<file path="config.mk">
export PLATFORM = sky130hd
export DESIGN_NAME = brs_queue
export DESIGN_NICKNAME = d
export VERILOG_FILES = /design/src/design/bilinear_line_resampler_defines.svh /design/src/design/brs_pkg.sv /design/src/design/brs_queue.sv
export SDC_FILE = /design/constraint.sdc
export NUM_CORES = 1
export LEC_CHECK = 0
export BUFFER_PORTS_ARGS = -buffer_cell sky130_fd_sc_hd__buf_2
export CORE_ASPECT_RATIO = 2
export CORE_MARGIN = 5
export CORE_UTILIZATION = 61
export DETAILED_ROUTE_END_ITERATION = 12
export HOLD_SLACK_MARGIN = 0.1
export PLACE_DENSITY = 0.89
export SYNTH_ARGS = -nofsm -noshare
export SYNTH_HDL_FRONTEND = slang
export SYNTH_SLANG_ARGS = --single-unit
</file>
<file path="constraint.sdc">
create_clock -name clk -period 3.18 [get_ports clk]
set_clock_uncertainty 0.05 [all_clocks]
set_input_delay 0.318 -clock clk [delete_from_list [all_inputs] [get_ports clk]]
set_output_delay 0.318 -clock clk [all_outputs]
set_load 0.01 [all_outputs]
</file>
<file path="src/design/bilinear_line_resampler_defines.svh">
// Assertion macros for the bilinear line resampler.
// Expects clk and arst_n in the scope of use; no other dependencies.
`ifndef BILINEAR_LINE_RESAMPLER_DEFINES_SVH
`define BILINEAR_LINE_RESAMPLER_DEFINES_SVH

// Consequent must hold in the same cycle as the antecedent.
`define BRS_ASSERT_SAME(label, ante, cons) \
	label: assert property (@(posedge clk) disable iff (!arst_n) (ante) |-> (cons)) \
		else $error("resampler assertion failed");

// Consequent must hold in the cycle after the antecedent.
`define BRS_ASSERT_NEXT(label, ante, cons) \
	label: assert property (@(posedge clk) disable iff (!arst_n) (ante) |=> (cons)) \
		else $error("resampler assertion failed");

`endif

</file>
<file path="src/design/brs_pkg.sv">
// Shared types, codes and blend arithmetic for the bilinear line resampler.
// No dependencies.
package brs_pkg;

	localparam int FRAC_BITS = 10;
	localparam int POS_W     = 23;  // start_offset + x * step
	localparam int LX_W      = 14;  // source entry index incl. +1 and +2
	localparam int CFG_IDX_W = 3;
	localparam int CFG_DAT_W = 20;
	localparam int QUEUE_DEPTH = 4;
	localparam int QPTR_W    = 2;

	localparam logic [1:0] OP_WRITE_CUR  = 2'd0;
	localparam logic [1:0] OP_WRITE_NEXT = 2'd1;
	localparam logic [1:0] OP_OUTPUT     = 2'd2;
	localparam logic [1:0] OP_UNUSED     = 2'd3;

	localparam logic [CFG_IDX_W-1:0] REG_LINE_WIDTH   = 3'd0;
	localparam logic [CFG_IDX_W-1:0] REG_PASS_START   = 3'd1;
	localparam logic [CFG_IDX_W-1:0] REG_PASS_END     = 3'd2;
	localparam logic [CFG_IDX_W-1:0] REG_START_OFFSET = 3'd3;
	localparam logic [CFG_IDX_W-1:0] REG_STEP         = 3'd4;
	localparam logic [CFG_IDX_W-1:0] REG_VFRAC        = 3'd5;
	localparam logic [CFG_IDX_W-1:0] REG_BLEND_EN     = 3'd6;

	localparam logic [11:0] STEP_RESET = 12'h400;

	typedef enum logic [1:0] {
		K_WRITE_CUR,
		K_WRITE_NEXT,
		K_OUTPUT
	} kind_t;

	// One classified item as it travels from front to back.
	typedef struct packed {
		kind_t            kind;
		logic [LX_W-1:0]  addr;     // write entry, or centre entry for output
		logic [31:0]      word;
		logic [9:0]       x;
		logic [7:0]       prior;
		logic [4:0]       xf;
		logic [4:0]       yf;
		logic             oob;
		logic             blend;    // horizontal blend stage active
		logic             vblend;   // vertical blend stage active
	} desc_t;

	// a + (((b - a) * f + 16) >> 5), flooring shift, modulo 256
	function automatic logic [7:0] blend_channel(input logic [7:0] a, input logic [7:0] b,
			input logic [4:0] f);
		logic signed [8:0]  diff;
		logic signed [14:0] acc;
		logic signed [9:0]  q;
		diff = $signed({1'b0, b}) - $signed({1'b0, a});
		acc  = 15'(diff) * 15'($signed({1'b0, f})) + 15'sd16;
		q    = 10'(acc >>> 5);
		return a + q[7:0];
	endfunction

	function automatic logic [23:0] blend_rgb(input logic [23:0] a, input logic [23:0] b,
			input logic [4:0] f);
		logic [23:0] res;
		for (int c = 0; c < 3; c++) begin
			res[c*8 +: 8] = blend_channel(a[c*8 +: 8], b[c*8 +: 8], f);
		end
		return res;
	endfunction

endpackage

</file>
<file path="src/design/brs_queue.sv">
// Short FIFO of classified items between the front and back parts.
// Depends on brs_pkg for the item descriptor type.
module brs_queue import brs_pkg::*; (
	input  logic  clk,
	input  logic  arst_n,
	input  logic  push_valid,
	output logic  push_ready,
	input  desc_t push_desc,
	output logic  pop_valid,
	input  logic  pop_ready,
	output desc_t pop_desc
);

	desc_t             entry_q [QUEUE_DEPTH];
	logic [QPTR_W-1:0] wr_ptr_q;
	logic [QPTR_W-1:0] rd_ptr_q;
	logic [QPTR_W:0]   count_q;
	logic              push;
	logic              pop;

	assign push_ready = count_q != (QPTR_W+1)'(QUEUE_DEPTH);
	assign pop_valid  = count_q != '0;
	assign pop_desc   = entry_q[rd_ptr_q];
	assign push = push_valid && push_ready;
	assign pop  = pop_valid && pop_ready;

	always_ff @(posedge clk) begin
		if (push) begin
			entry_q[wr_ptr_q] <= push_desc;
		end
	end

	always_ff @(posedge clk or negedge arst_n) begin
		if (!arst_n) begin
			wr_ptr_q <= '0;
			rd_ptr_q <= '0;
			count_q  <= '0;
		end else begin
			if (push) wr_ptr_q <= wr_ptr_q + QPTR_W'(1);
			if (pop) rd_ptr_q <= rd_ptr_q + QPTR_W'(1);
			case ({push, pop})
				2'b10:   count_q <= count_q + (QPTR_W+1)'(1);
				2'b01:   count_q <= count_q - (QPTR_W+1)'(1);
				default: count_q <= count_q;
			endcase
		end
	end

endmodule

</file>
==> results of run 1 <==
-- stage by stage --
step | hold WS, ns | cells | utilization (%)
after floorplan | -0.02759 | 450 | -
after global placement | 0.1022 | 864 | 67.76
after detailed placement | 0.1131 | 864 | 67.76
after CTS | 0.1313 | 995 | 76.25
after global routing | 0.1741 | 998 | 76.28
final | 0.1622 | 998 | 76.28
-- worst min-delay path, delay by kind of cell --
kind	cells	cell delay (ns)
simple gates	1	0.17
xor+xnor	1	0.06
buf+inv	1	0.13
-- Yosys cell counts, drive strengths merged --
library cell,n,area [um2]
nor2,1,3.750
and3,4,30.03
fa,1,20.02
xnor2,3,26.28
clkbuf,7,26.28
dfrtp,7,175.2
nand2,1,3.750
buf,11,72.57
xor2,3,26.28
mux2i,1,10.01
and2,1,8.760
ha,5,62.56
inv,6,22.52
edfxtp,316,9489
o31a,1,10.01
mux2,1,15.01
or3b,1,11.26
mux4,79,1779
or3,1,7.510
-- registers in the layout, indices dropped and copies added, names as in the netlist --
name	flops
rd_ptr_q	2
wr_ptr_q	2
count_q	3
entry_q	316
-- power groups by stage --
stage          sequential (mW)  clock (mW)  combinational [mW]
3_3_place_gp              5.95           0                3.75
4_1_cts                   5.96        3.09                3.95
6_report                  5.97        3.05                3.89
5_1_grt                   6.03        3.30                4.15
3_5_place_dp              6.05           0                3.84
2_1_floorplan             5.85           0                2.54
-- cell type report --
class,count,area (um2)
Inverter,6,22.52
Antenna cell,3,7.507
Sequential cell,323,9672
Clock buffer,32,694.4
Multi-Input combinational cell,103,2029
Timing Repair Buffer,255,1774
Tap cell,259,324.1
Clock inverter,17,113.9
Fill cell,983,4551
-- kinds of logic (layout without fill, tap and decap cells) --
logic type / after synthesis / count (layout) / share of synthesized area [%]
other cells: 0 / 3 / 0
xor+xnor: 6 / 6 / 0.4454
buf+inv: 24 / 310 / 1.029
simple gates: 9 / 9 / 0.5514
fa+ha+maj: 6 / 6 / 0.6998
mux: 81 / 81 / 15.29
compound gates: 1 / 1 / 0.08483
flops: 323 / 323 / 81.90
-- what timing repair did --
item | CTS | global route
hold buffers | 82 | 0
hold endpoints to repair | 324 | 0
buffers inserted | 0 | 0
-- how the worst min path moves through the flow --
stage	slack [ns]	to	cells past startpoint
3_5_place_dp	0.11	wr_ptr_q[0]	1
6_report	0.16	wr_ptr_q[0]	3
2_1_floorplan	-0.03	count_q[0]	0
4_1_cts	0.13	wr_ptr_q[0]	3
5_1_grt	0.17	wr_ptr_q[0]	3
3_3_place_gp	0.10	wr_ptr_q[0]	1
-- per-layer routing --
metal	wire length (um)	global-route usage [%]	vias to the layer above	share of wire [%]
met2	13630	39.36	220	56
li1	-	-	2465	-
met5	0	0	-	0
met3	1361	3.455	61	5.6
met1	8182	26.20	2918	34
met4	1047	9.977	0	4.3
==> results.rst, run 1 <==
.. list-table::
   :header-rows: 1

   * - Metric
     - Value
   * - First-pass GRT wire length
     - 36050 um
   * - End of the worst register-to-register path
     - count_q[2]
   * - DRC violations left
     - 0
   * - Pin count of the biggest net entering global routing
     - 47
   * - Path length in cells of the critical path
     - 3
   * - Number of unique standard cell types used by synthesis
     - 20
   * - Final Routed Wirelength
     - 24220 um
   * - IR drop worst, VDD
     - 0.0007849 V
   * - Max Root-Sink Buffers
     - 3
   * - Cell area after technology mapping
     - 11800 um2
   * - Starting density of the core
     - 61.50%
   * - Number of nets in the layout
     - 805
   * - Critical path capture point
     - pop_desc[57]
   * - Launch point of the worst hold path
     - push_valid
   * - Layout Area Growth over Synthesis
     - 24.05%
   * - Post-route worst setup slack
     - 0.4852 ns
   * - CP max FO
     - 35
   * - Start-to-end type of the worst setup path
     - reg -> out
   * - Worst reg2reg path depth
     - 9
   * - Cell-by-cell listing of the critical path
     - buf_4 > mux4_2 > buf_2
   * - GR Overflow Total
     - 0
   * - Portion of total power attributed to sequential cells
     - 46.2%
   * - Data arrival at the endpoint of the critical path
     - 2.33 ns
   * - Resized cells post-CTS
     - 0
   * - Final std cell area, no fill
     - 14640 um2
   * - Critical path data required time
     - 2.81 ns
   * - Final number of hold-violating endpoints
     - 0
   * - Type of the most critical hold path
     - in -> reg
   * - CP top delay family
     - buffers and inverters
   * - Net Sw Frac
     - 29.45%
   * - Number of antenna violations at the first check in global routing
     - 3
   * - Total of buffers placed on input and output ports
     - 163
   * - Buffer and inverter count on the worst path
     - 2
   * - Startpoint types
     - register
   * - Post-Syn Area per Cell
     - 26.22 um2
   * - Number of max-slew violations in the final report
     - 0
   * - Total design power
     - 12.91 mW
   * - Most common cell after layout, fill and taps aside
     - sky130_fd_sc_hd__edfxtp_1
   * - Instance area after placement
     - 13000 um2
   * - Die outline width
     - 108.3 um
   * - Synthesis warning total
     - 0
   * - Master cell of the clock root buffer
     - sky130_fd_sc_hd__clkbuf_16
   * - Site row count
     - 72
   * - Power density cells
     - 881.9 nW/um2
   * - Slowest stage delay, CP
     - 0.64 ns
   * - Floorplan Core Area
     - 19190 um2
   * - Max Fclk
     - 0.3711 GHz
   * - Synth Register Bits
     - 323
   * - H-Tree Depth
     - 1
   * - Floorplan die height
     - 206.7 um
   * - Starting DRC count in detailed routing
     - 402
   * - Overall global routing resource usage
     - 22.02%
   * - Ports placed on the boundary
     - 164
   * - Beginning of the critical path
     - rd_ptr_q[0]
   * - Avg Vias per Cell
     - 5.675
   * - Clock power frac
     - 23.6%
   * - Vias in the first global route
     - 6220
   * - Beginning of the worst register-to-register path
     - count_q[0]
   * - Post-synthesis sequential area ratio
     - 81.90%
   * - Worst max-slew margin expressed relative to the limit
     - 54.39%
   * - Time the final worst path needs with I/O delays and setup
     - 2.695 ns
   * - Run status
     - finished, final reports clean
   * - Detailed-placement wirelength estimate
     - 14310 um
   * - Placer's final routability congestion estimate
     - 0.7818
   * - Share of final-layout standard cells stronger than drive strength 1
     - 40.76%
   * - Standard cell with the maximum stage delay on the critical path
     - sky130_fd_sc_hd__mux4_2
   * - Clock net sink count
     - 323
   * - Worst-Margin Slew
     - 0.6842 ns
   * - Final sum of negative setup slack
     - 0 ns
   * - Fraction of the cycle the final worst path needs
     - 84.74%
   * - Clock slew at the register clock pins of the worst setup and hold paths
     - 0.06 ns
   * - Number of buffers created by CTS
     - 27
   * - Clock tree from TritonCTS
     - built
   * - Unrepaired setup endpoints after global routing
     - no
   * - Post-placement worst setup slack
     - 0.9120 ns
   * - CP Capture Type
     - output port
   * - Final setup viols
     - 0
   * - Routed length per placed instance
     - 24.27 um
   * - Cells after Synth
     - 450
   * - Combinational power share
     - 30.1%
   * - Worst-Skew Late Latency
     - 0.52 ns
   * - Post-synthesis net count
     - 539
   * - Reg-to-reg setup timing slack
     - 0.91 ns
   * - Die Footprint
     - 22390 um2
   * - Number of nets still failing antenna checks after routing
     - 0
   * - Max-cap violations
     - 0
   * - Switching component of the power
     - 3.802 mW
   * - Detailed-router iteration count before antenna repair
     - 5
   * - Pleak
     - 5.061 nW
   * - Top library cells by usage in the layout, fill and taps aside
     - sky130_fd_sc_hd__edfxtp_1 (316), sky130_fd_sc_hd__buf_2 (163), sky130_fd_sc_hd__dlygate4sd3_1 (82)
   * - Via count of the routed design
     - 5664
   * - Cell-internal power
     - 9.107 mW
Power figures use the tool's default switching activity.
==> run 2: changes to the inputs <==
Settings changed: CORE_UTILIZATION 61 to 57, PLACE_DENSITY 0.89 to 0.84.
Clock period 3.18 ns to 2.5 ns, I/O delays scaled along.
==> results.rst, run 2 (synthesis gave the netlist of run 1 again) <==
.. list-table::
   :header-rows: 1

   * - Metric
     - Value
   * - Clock slew at the register clock pins of the worst setup and hold paths
     - 0.07 ns (about the same)
   * - Total of buffers placed on input and output ports
     - 163 (unchanged)
   * - Max Root-Sink Buffers
     - 3 (unchanged)
   * - Number of antenna violations at the first check in global routing
     - 5 (+2)
   * - Data arrival at the endpoint of the critical path
     - 2.08 ns (-0.25 ns)
   * - Fraction of the cycle the final worst path needs
     - 95.12%
   * - Number of buffers created by CTS
     - 26 (-3.7%)
   * - FF/Latch Area
     - 9672 um2 (unchanged)
   * - Run status
     - finished, final reports clean
   * - Avg Vias per Cell
     - 5.659 (-0.29%)
   * - Placer's final routability congestion estimate
     - 0.7618 (-2.6%)
   * - Starting density of the core
     - 57.67% (-3.8 points)
   * - IR drop worst, VDD
     - 0.0007516 V (-4.2%)
   * - Ports placed on the boundary
     - 164 (unchanged)
   * - Worst-Margin Slew
     - 0.4613 ns (-0.2229 ns)
   * - Beginning of the worst register-to-register path
     - count_q[0]
   * - Worst max-slew margin expressed relative to the limit
     - 69.25% (+15 points)
   * - Time the final worst path needs with I/O delays and setup
     - 2.378 ns
   * - Floorplan Core Area
     - 20460 um2 (+6.6%)
   * - Max-cap violations
     - 0 (unchanged)
   * - Largest registers
     - entry_q x316, count_q x3
   * - Launch point of the worst hold path
     - push_desc[56]
   * - Routed length per placed instance
     - 24.65 um (+1.6%)
   * - Number of nets still failing antenna checks after routing
     - 0 (unchanged)
   * - Final setup viols
     - 0 (unchanged)
   * - Start-to-end type of the worst setup path
     - reg -> out
   * - Slowest stage delay, CP
     - 0.59 ns (-0.05 ns)
   * - Total design power
     - 16.80 mW (+30%)
   * - Layout Area Growth over Synthesis
     - 25.71%
   * - Type of the most critical hold path
     - in -> reg
   * - CP Capture Type
     - output port
   * - CP max FO
     - 29 (-17%)
   * - DRC violations left
     - 0 (unchanged)
   * - Pleak
     - 5.137 nW (+1.5%)
   * - Number of nets in the layout
     - 810 (+0.62%)
   * - Vias in the first global route
     - 6350 (+2.1%)
   * - Beginning of the critical path
     - rd_ptr_q[0]
   * - Standard cell with the maximum stage delay on the critical path
     - sky130_fd_sc_hd__mux4_2
   * - Detailed-router iteration count before antenna repair
     - 4 (-1)
   * - First-pass GRT wire length
     - 37080 um (+2.9%)
   * - Detailed-placement wirelength estimate
     - 14590 um (+2.0%)
   * - Floorplan die height
     - 213.5 um (+3.3%)
   * - Via count of the routed design
     - 5727 (+1.1%)
   * - Number of max-slew violations in the final report
     - 0 (unchanged)
   * - Final sum of negative setup slack
     - 0 ns (unchanged)
   * - Final worst hold slack
     - 0.4137 ns (+0.2515 ns)
   * - Pin count of the biggest net entering global routing
     - 51 (+8.5%)
   * - FILL cells
     - 1113 (+13%)
   * - Unrepaired setup endpoints after global routing
     - no
   * - Area of the multi-input gates
     - 2029 um2 (unchanged)
   * - Worst-Skew Late Latency
     - 0.53 ns (about the same)
   * - Power density cells
     - 1133 nW/um2 (+28%)
   * - Startpoint types
     - register
   * - Die outline width
     - 111.7 um (+3.1%)
   * - Max Fclk
     - 0.4205 GHz
   * - Cell-by-cell listing of the critical path
     - buf_12 > mux4_2 > buf_2
   * - H-Tree Depth
     - 1 (unchanged)
   * - Share of final-layout standard cells stronger than drive strength 1
     - 41.35% (+0.59 points)
   * - Top library cells by usage in the layout, fill and taps aside
     - sky130_fd_sc_hd__edfxtp_1 (316), sky130_fd_sc_hd__buf_2 (163), sky130_fd_sc_hd__dlygate4sd3_1 (83)
   * - GR Overflow Total
     - 0 (unchanged)
   * - Clock tree from TritonCTS
     - built
   * - Buffer and inverter count on the worst path
     - 2 (unchanged)
   * - Clock net sink count
     - 323 (unchanged)
   * - Max FFs per register
     - 316 (unchanged)
   * - Master cell of the clock root buffer
     - sky130_fd_sc_hd__clkbuf_16
   * - Overall global routing resource usage
     - 20.80% (-1.2 points)
   * - Final number of hold-violating endpoints
     - 0 (unchanged)
   * - Critical path data required time
     - 2.20 ns (-0.61 ns)
   * - Site row count
     - 74 (+2.8%)
   * - Starting DRC count in detailed routing
     - 391 (-2.7%)
   * - Die Footprint
     - 23850 um2 (+6.5%)
   * - Most common cell after layout, fill and taps aside
     - sky130_fd_sc_hd__edfxtp_1
   * - Largest Register
     - entry_q
   * - Final Routed Wirelength
     - 24940 um (+3.0%)
   * - CP top delay family
     - multiplexers
## run 2: layout make-up
class / count / area share, %
inverter: 6 / 0.1518
antenna: 6 / 0.1012
clock buffer: 29 / 4.605
sequential: 323 / 65.20
clock inverter: 18 / 1.012
multi-input combinational: 103 / 13.68
tap: 266 / 2.244
timing repair buffer: 261 / 13.01
## run 2: repair_timing
action                     in CTS  in global routing
setup buffers                   0                  1
hold endpoints to repair      326                  0
gates cloned                    0                  1
resized for setup               1                  0
hold buffers                   83                  0
setup endpoints to repair       1                 43
pin swaps                       0                  0
## run 2: report_power, final
group | total (mW) | internal [mW] | switching (mW)
combinational | 5.26 | 2.51 | 2.76
sequential | 7.55 | 7.16 | 0.385
clock | 3.99 | 2.19 | 1.80
## run 2: worst paths after layout
kind                             endpoint  slack [ns]  cells past startpoint
min                        entry_q[2][56]        0.41                      2
max                           pop_desc[8]        0.12                      3
max in group asynchronous     rd_ptr_q[1]        1.48                      3
min in group asynchronous      count_q[2]        0.63                      3
max reg2reg                    count_q[2]        0.12                      9
min reg2reg                    count_q[2]        0.47                      1
## run 2: per-stage QoR
stage	utilization (%)	instance area, um2	setup WS (ns)	std cells
finish	72.50	14830	0.1220	1012
detailed placement	64.06	13110	0.1868	874
global route	72.48	14830	0.004518	1011
global placement	64.06	13110	0.2693	874
CTS	72.23	14780	0.005491	1004
floorplan	-	11800	0.3244	450
## run 2: routing by layer
metal | share of wire (%) | GRT usage, % | vias up
li1 | - | - | 2488
met1 | 34 | 23.81 | 2957
met2 | 57 | 38.13 | 228
met3 | 5.2 | 3.304 | 54
met4 | 3.9 | 9.954 | 0
met5 | 0 | 0 | -
==> run 3: changes to the inputs <==
Settings changed: CELL_PAD_IN_SITES_DETAIL_PLACEMENT set to 1, CELL_PAD_IN_SITES_GLOBAL_PLACEMENT set to 2, CORE_UTILIZATION 57 to 45.
Clock period 2.5 ns to 2.7 ns, I/O delays scaled along.
==> results.rst, run 3 (synthesis gave the netlist of run 1 again) <==
.. list-table::
   :header-rows: 1

   * - Metric
     - Value
   * - Run status
     - finished, final reports clean
   * - Fraction of the cycle the final worst path needs
     - 93.46%
   * - H-Tree Depth
     - 1 (unchanged)
   * - Pin count of the biggest net entering global routing
     - 80 (+57%)
   * - Max Root-Sink Buffers
     - 3 (unchanged)
   * - Met1 WL
     - 9533 um (+13%)
   * - Avg Vias per Cell
     - 5.244 (-7.3%)
   * - Floorplan die height
     - 239.0 um (+12%)
   * - Overall global routing resource usage
     - 16.49% (-4.3 points)
   * - DRC violations left
     - 0 (unchanged)
   * - Largest Register
     - entry_q
   * - Routed length per placed instance
     - 22.28 um (-9.6%)
   * - Top library cells by usage in the layout, fill and taps aside
     - sky130_fd_sc_hd__edfxtp_1 (316), sky130_fd_sc_hd__buf_2 (163), sky130_fd_sc_hd__dlygate4sd3_1 (83)
   * - Worst-Skew Late Latency
     - 0.53 ns (about the same)
   * - Via count of the routed design
     - 5695 (-0.56%)
   * - Worst-Margin Slew
     - 0.5254 ns (+0.06412 ns)
   * - Clock slew at the register clock pins of the worst setup and hold paths
     - 0.07 ns (about the same)
   * - Power density cells
     - 1062 nW/um2 (-6.2%)
   * - Final number of hold-violating endpoints
     - 0 (unchanged)
   * - Area of the multi-input gates
     - 2029 um2 (unchanged)
   * - GR Overflow Total
     - 0 (unchanged)
   * - Post-route worst setup slack
     - 0.1767 ns (+0.05470 ns)
   * - Starting density of the core
     - 45.27% (-12 points)
   * - Placer's final routability congestion estimate
     - 0.6788 (-11%)
   * - Clock tree from TritonCTS
     - built
   * - Detailed-router iteration count before antenna repair
     - 4 (unchanged)
   * - Pleak
     - 5.173 nW (+0.68%)
   * - Start-to-end type of the worst setup path
     - reg -> out
   * - Total of buffers placed on input and output ports
     - 163 (unchanged)
   * - Number of nets still failing antenna checks after routing
     - 0 (unchanged)
   * - Type of the most critical hold path
     - in -> reg
   * - Share of final-layout standard cells stronger than drive strength 1
     - 41.30% (-0.056 points)
   * - Clock net sink count
     - 323 (unchanged)
   * - Count of placed standard cells in the final layout, fillers left out
     - 1086 (+7.3%)
   * - Startpoint types
     - register
   * - Final std cell area, no fill
     - 14970 um2 (+0.89%)
   * - Layout Area Growth over Synthesis
     - 26.83%
   * - Largest registers
     - entry_q x316, count_q x3
   * - Floorplan Core Area
     - 26070 um2 (+27%)
   * - Max Fclk
     - 0.3963 GHz
   * - FILL cells
     - 2275 (+100%)
   * - Die outline width
     - 124.5 um (+11%)
   * - Routed wl met2
     - 12840 um (-10%)
   * - Unrepaired setup endpoints after global routing
     - no
   * - Site row count
     - 84 (+14%)
   * - Instance area after placement
     - 13160 um2 (+0.36%)
   * - Number of antenna violations at the first check in global routing
     - 1 (-4)
   * - IR drop worst, VDD
     - 0.0006862 V (-8.7%)
   * - Starting DRC count in detailed routing
     - 285 (-27%)
   * - Most common cell after layout, fill and taps aside
     - sky130_fd_sc_hd__edfxtp_1
   * - Vias in the first global route
     - 6549 (+3.1%)
   * - Data arrival at the endpoint of the critical path
     - 2.20 ns (+0.12 ns)
   * - Number of max-slew violations in the final report
     - 0 (unchanged)
   * - Max-cap violations
     - 0 (unchanged)
   * - CP Capture Type
     - output port
   * - Final sum of negative setup slack
     - 0 ns (unchanged)
   * - Time the final worst path needs with I/O delays and setup
     - 2.523 ns
   * - Ports placed on the boundary
     - 164 (unchanged)
   * - Post-placement worst setup slack
     - 0.3841 ns (+0.1973 ns)
   * - Wire length on met3
     - 1441 um (+11%)
   * - Detailed-placement wirelength estimate
     - 14710 um (+0.84%)
   * - Critical path data required time
     - 2.38 ns (+0.18 ns)
   * - FF/Latch Area
     - 9672 um2 (unchanged)
   * - Highest routed metal layer
     - met4
   * - Worst max-slew margin expressed relative to the limit
     - 64.97% (-4.3 points)
   * - Inst Count DP
     - 952 (+8.9%)
   * - First-pass GRT wire length
     - 38360 um (+3.4%)
   * - CP max FO
     - 29 (unchanged)
   * - Number of buffers created by CTS
     - 27 (+3.8%)
   * - Master cell of the clock root buffer
     - sky130_fd_sc_hd__clkbuf_16
   * - Die Footprint
     - 29760 um2 (+25%)
   * - Max FFs per register
     - 316 (unchanged)
   * - Final setup viols
     - 0 (unchanged)
   * - Final Routed Wirelength
     - 24190 um (-3.0%)
   * - Number of nets in the layout
     - 810 (unchanged)
-- run 3: changes by cell type in the layout (fill, tap and decap cells not counted) --
cell	before	now
sky130_fd_sc_hd__bufinv_16	2	7
sky130_fd_sc_hd__diode_2	6	1
sky130_fd_sc_hd__buf_4	2	6
sky130_fd_sc_hd__buf_12	10	7
sky130_fd_sc_hd__clkbuf_1	2	4
sky130_fd_sc_hd__clkinv_2	4	2
sky130_fd_sc_hd__clkinv_4	2	0
sky130_fd_sc_hd__clkinvlp_4	2	0
sky130_fd_sc_hd__inv_6	0	2
sky130_fd_sc_hd__buf_16	1	0
sky130_fd_sc_hd__clkbuf_16	28	27
sky130_fd_sc_hd__clkinv_1	7	6
-- run 3: cell type report --
cell class,instances,area share (%)
diodes,1,0.01672
clock buffers,31,4.615
clock inverters,18,1.814
inverters,6,0.1505
multi-input cells,103,13.56
flip-flops and latches,323,64.63
well taps,344,2.876
repair buffers,260,12.34
-- run 3: critical path, stage by stage, from the launching register on --
cell	delay, ns
sky130_fd_sc_hd__dfrtp_4	0.72
sky130_fd_sc_hd__buf_4	0.39
sky130_fd_sc_hd__mux4_2	0.36
sky130_fd_sc_hd__buf_2	0.16
-- run 3: timing repair --
item | 4_1_cts | 5_1_grt
buffers inserted | 1 | 0
hold buffers | 83 | 0
setup endpoints to repair | 1 | 0
resized for setup | 0 | 0
endpoints found under the hold margin | 326 | 0
-- run 3: power breakdown --
group | internal [mW] | switching (mW) | leakage [nW] | total, mW
clock | 2.52 | 1.67 | 0.469 | 4.18
combinational | 2.24 | 2.45 | 1.73 | 4.69
sequential | 6.63 | 0.396 | 2.97 | 7.03
-- run 3: stage by stage --
step	util, %	power (mW)	hold slack [ns]
6_report	57.42	15.90	0.4444
5_1_grt	57.42	16.73	0.4351
4_1_cts	57.41	16.18	0.4157
3_5_place_dp	50.47	11.82	0.07239
3_3_place_gp	50.47	11.66	0.06568
2_1_floorplan	-	9.888	-0.07559
-- run 3: final timing paths --
| path | start | endpoint | slack [ns] | depth (start not counted) |
|---|---|---|---|---|
| setup / recovery | rd_ptr_q[1] | pop_desc[22] | 0.18 | 3 |
| min in group asynchronous | arst_n | count_q[1] | 0.65 | 3 |
| setup reg to reg | count_q[2] | count_q[2] | 0.39 | 9 |
| hold reg to reg | count_q[0] | count_q[0] | 0.51 | 1 |
| max in group asynchronous | arst_n | rd_ptr_q[1] | 1.65 | 3 |
| hold / removal | push_desc[65] | entry_q[3][65] | 0.44 | 2 |
-- run 3: layer usage --
layer  up-vias  GRT usage [%]
met2       183          29.35
li1       2473              -
met3        28          3.600
met5         -              0
met1      3011          20.86
met4         0          3.658
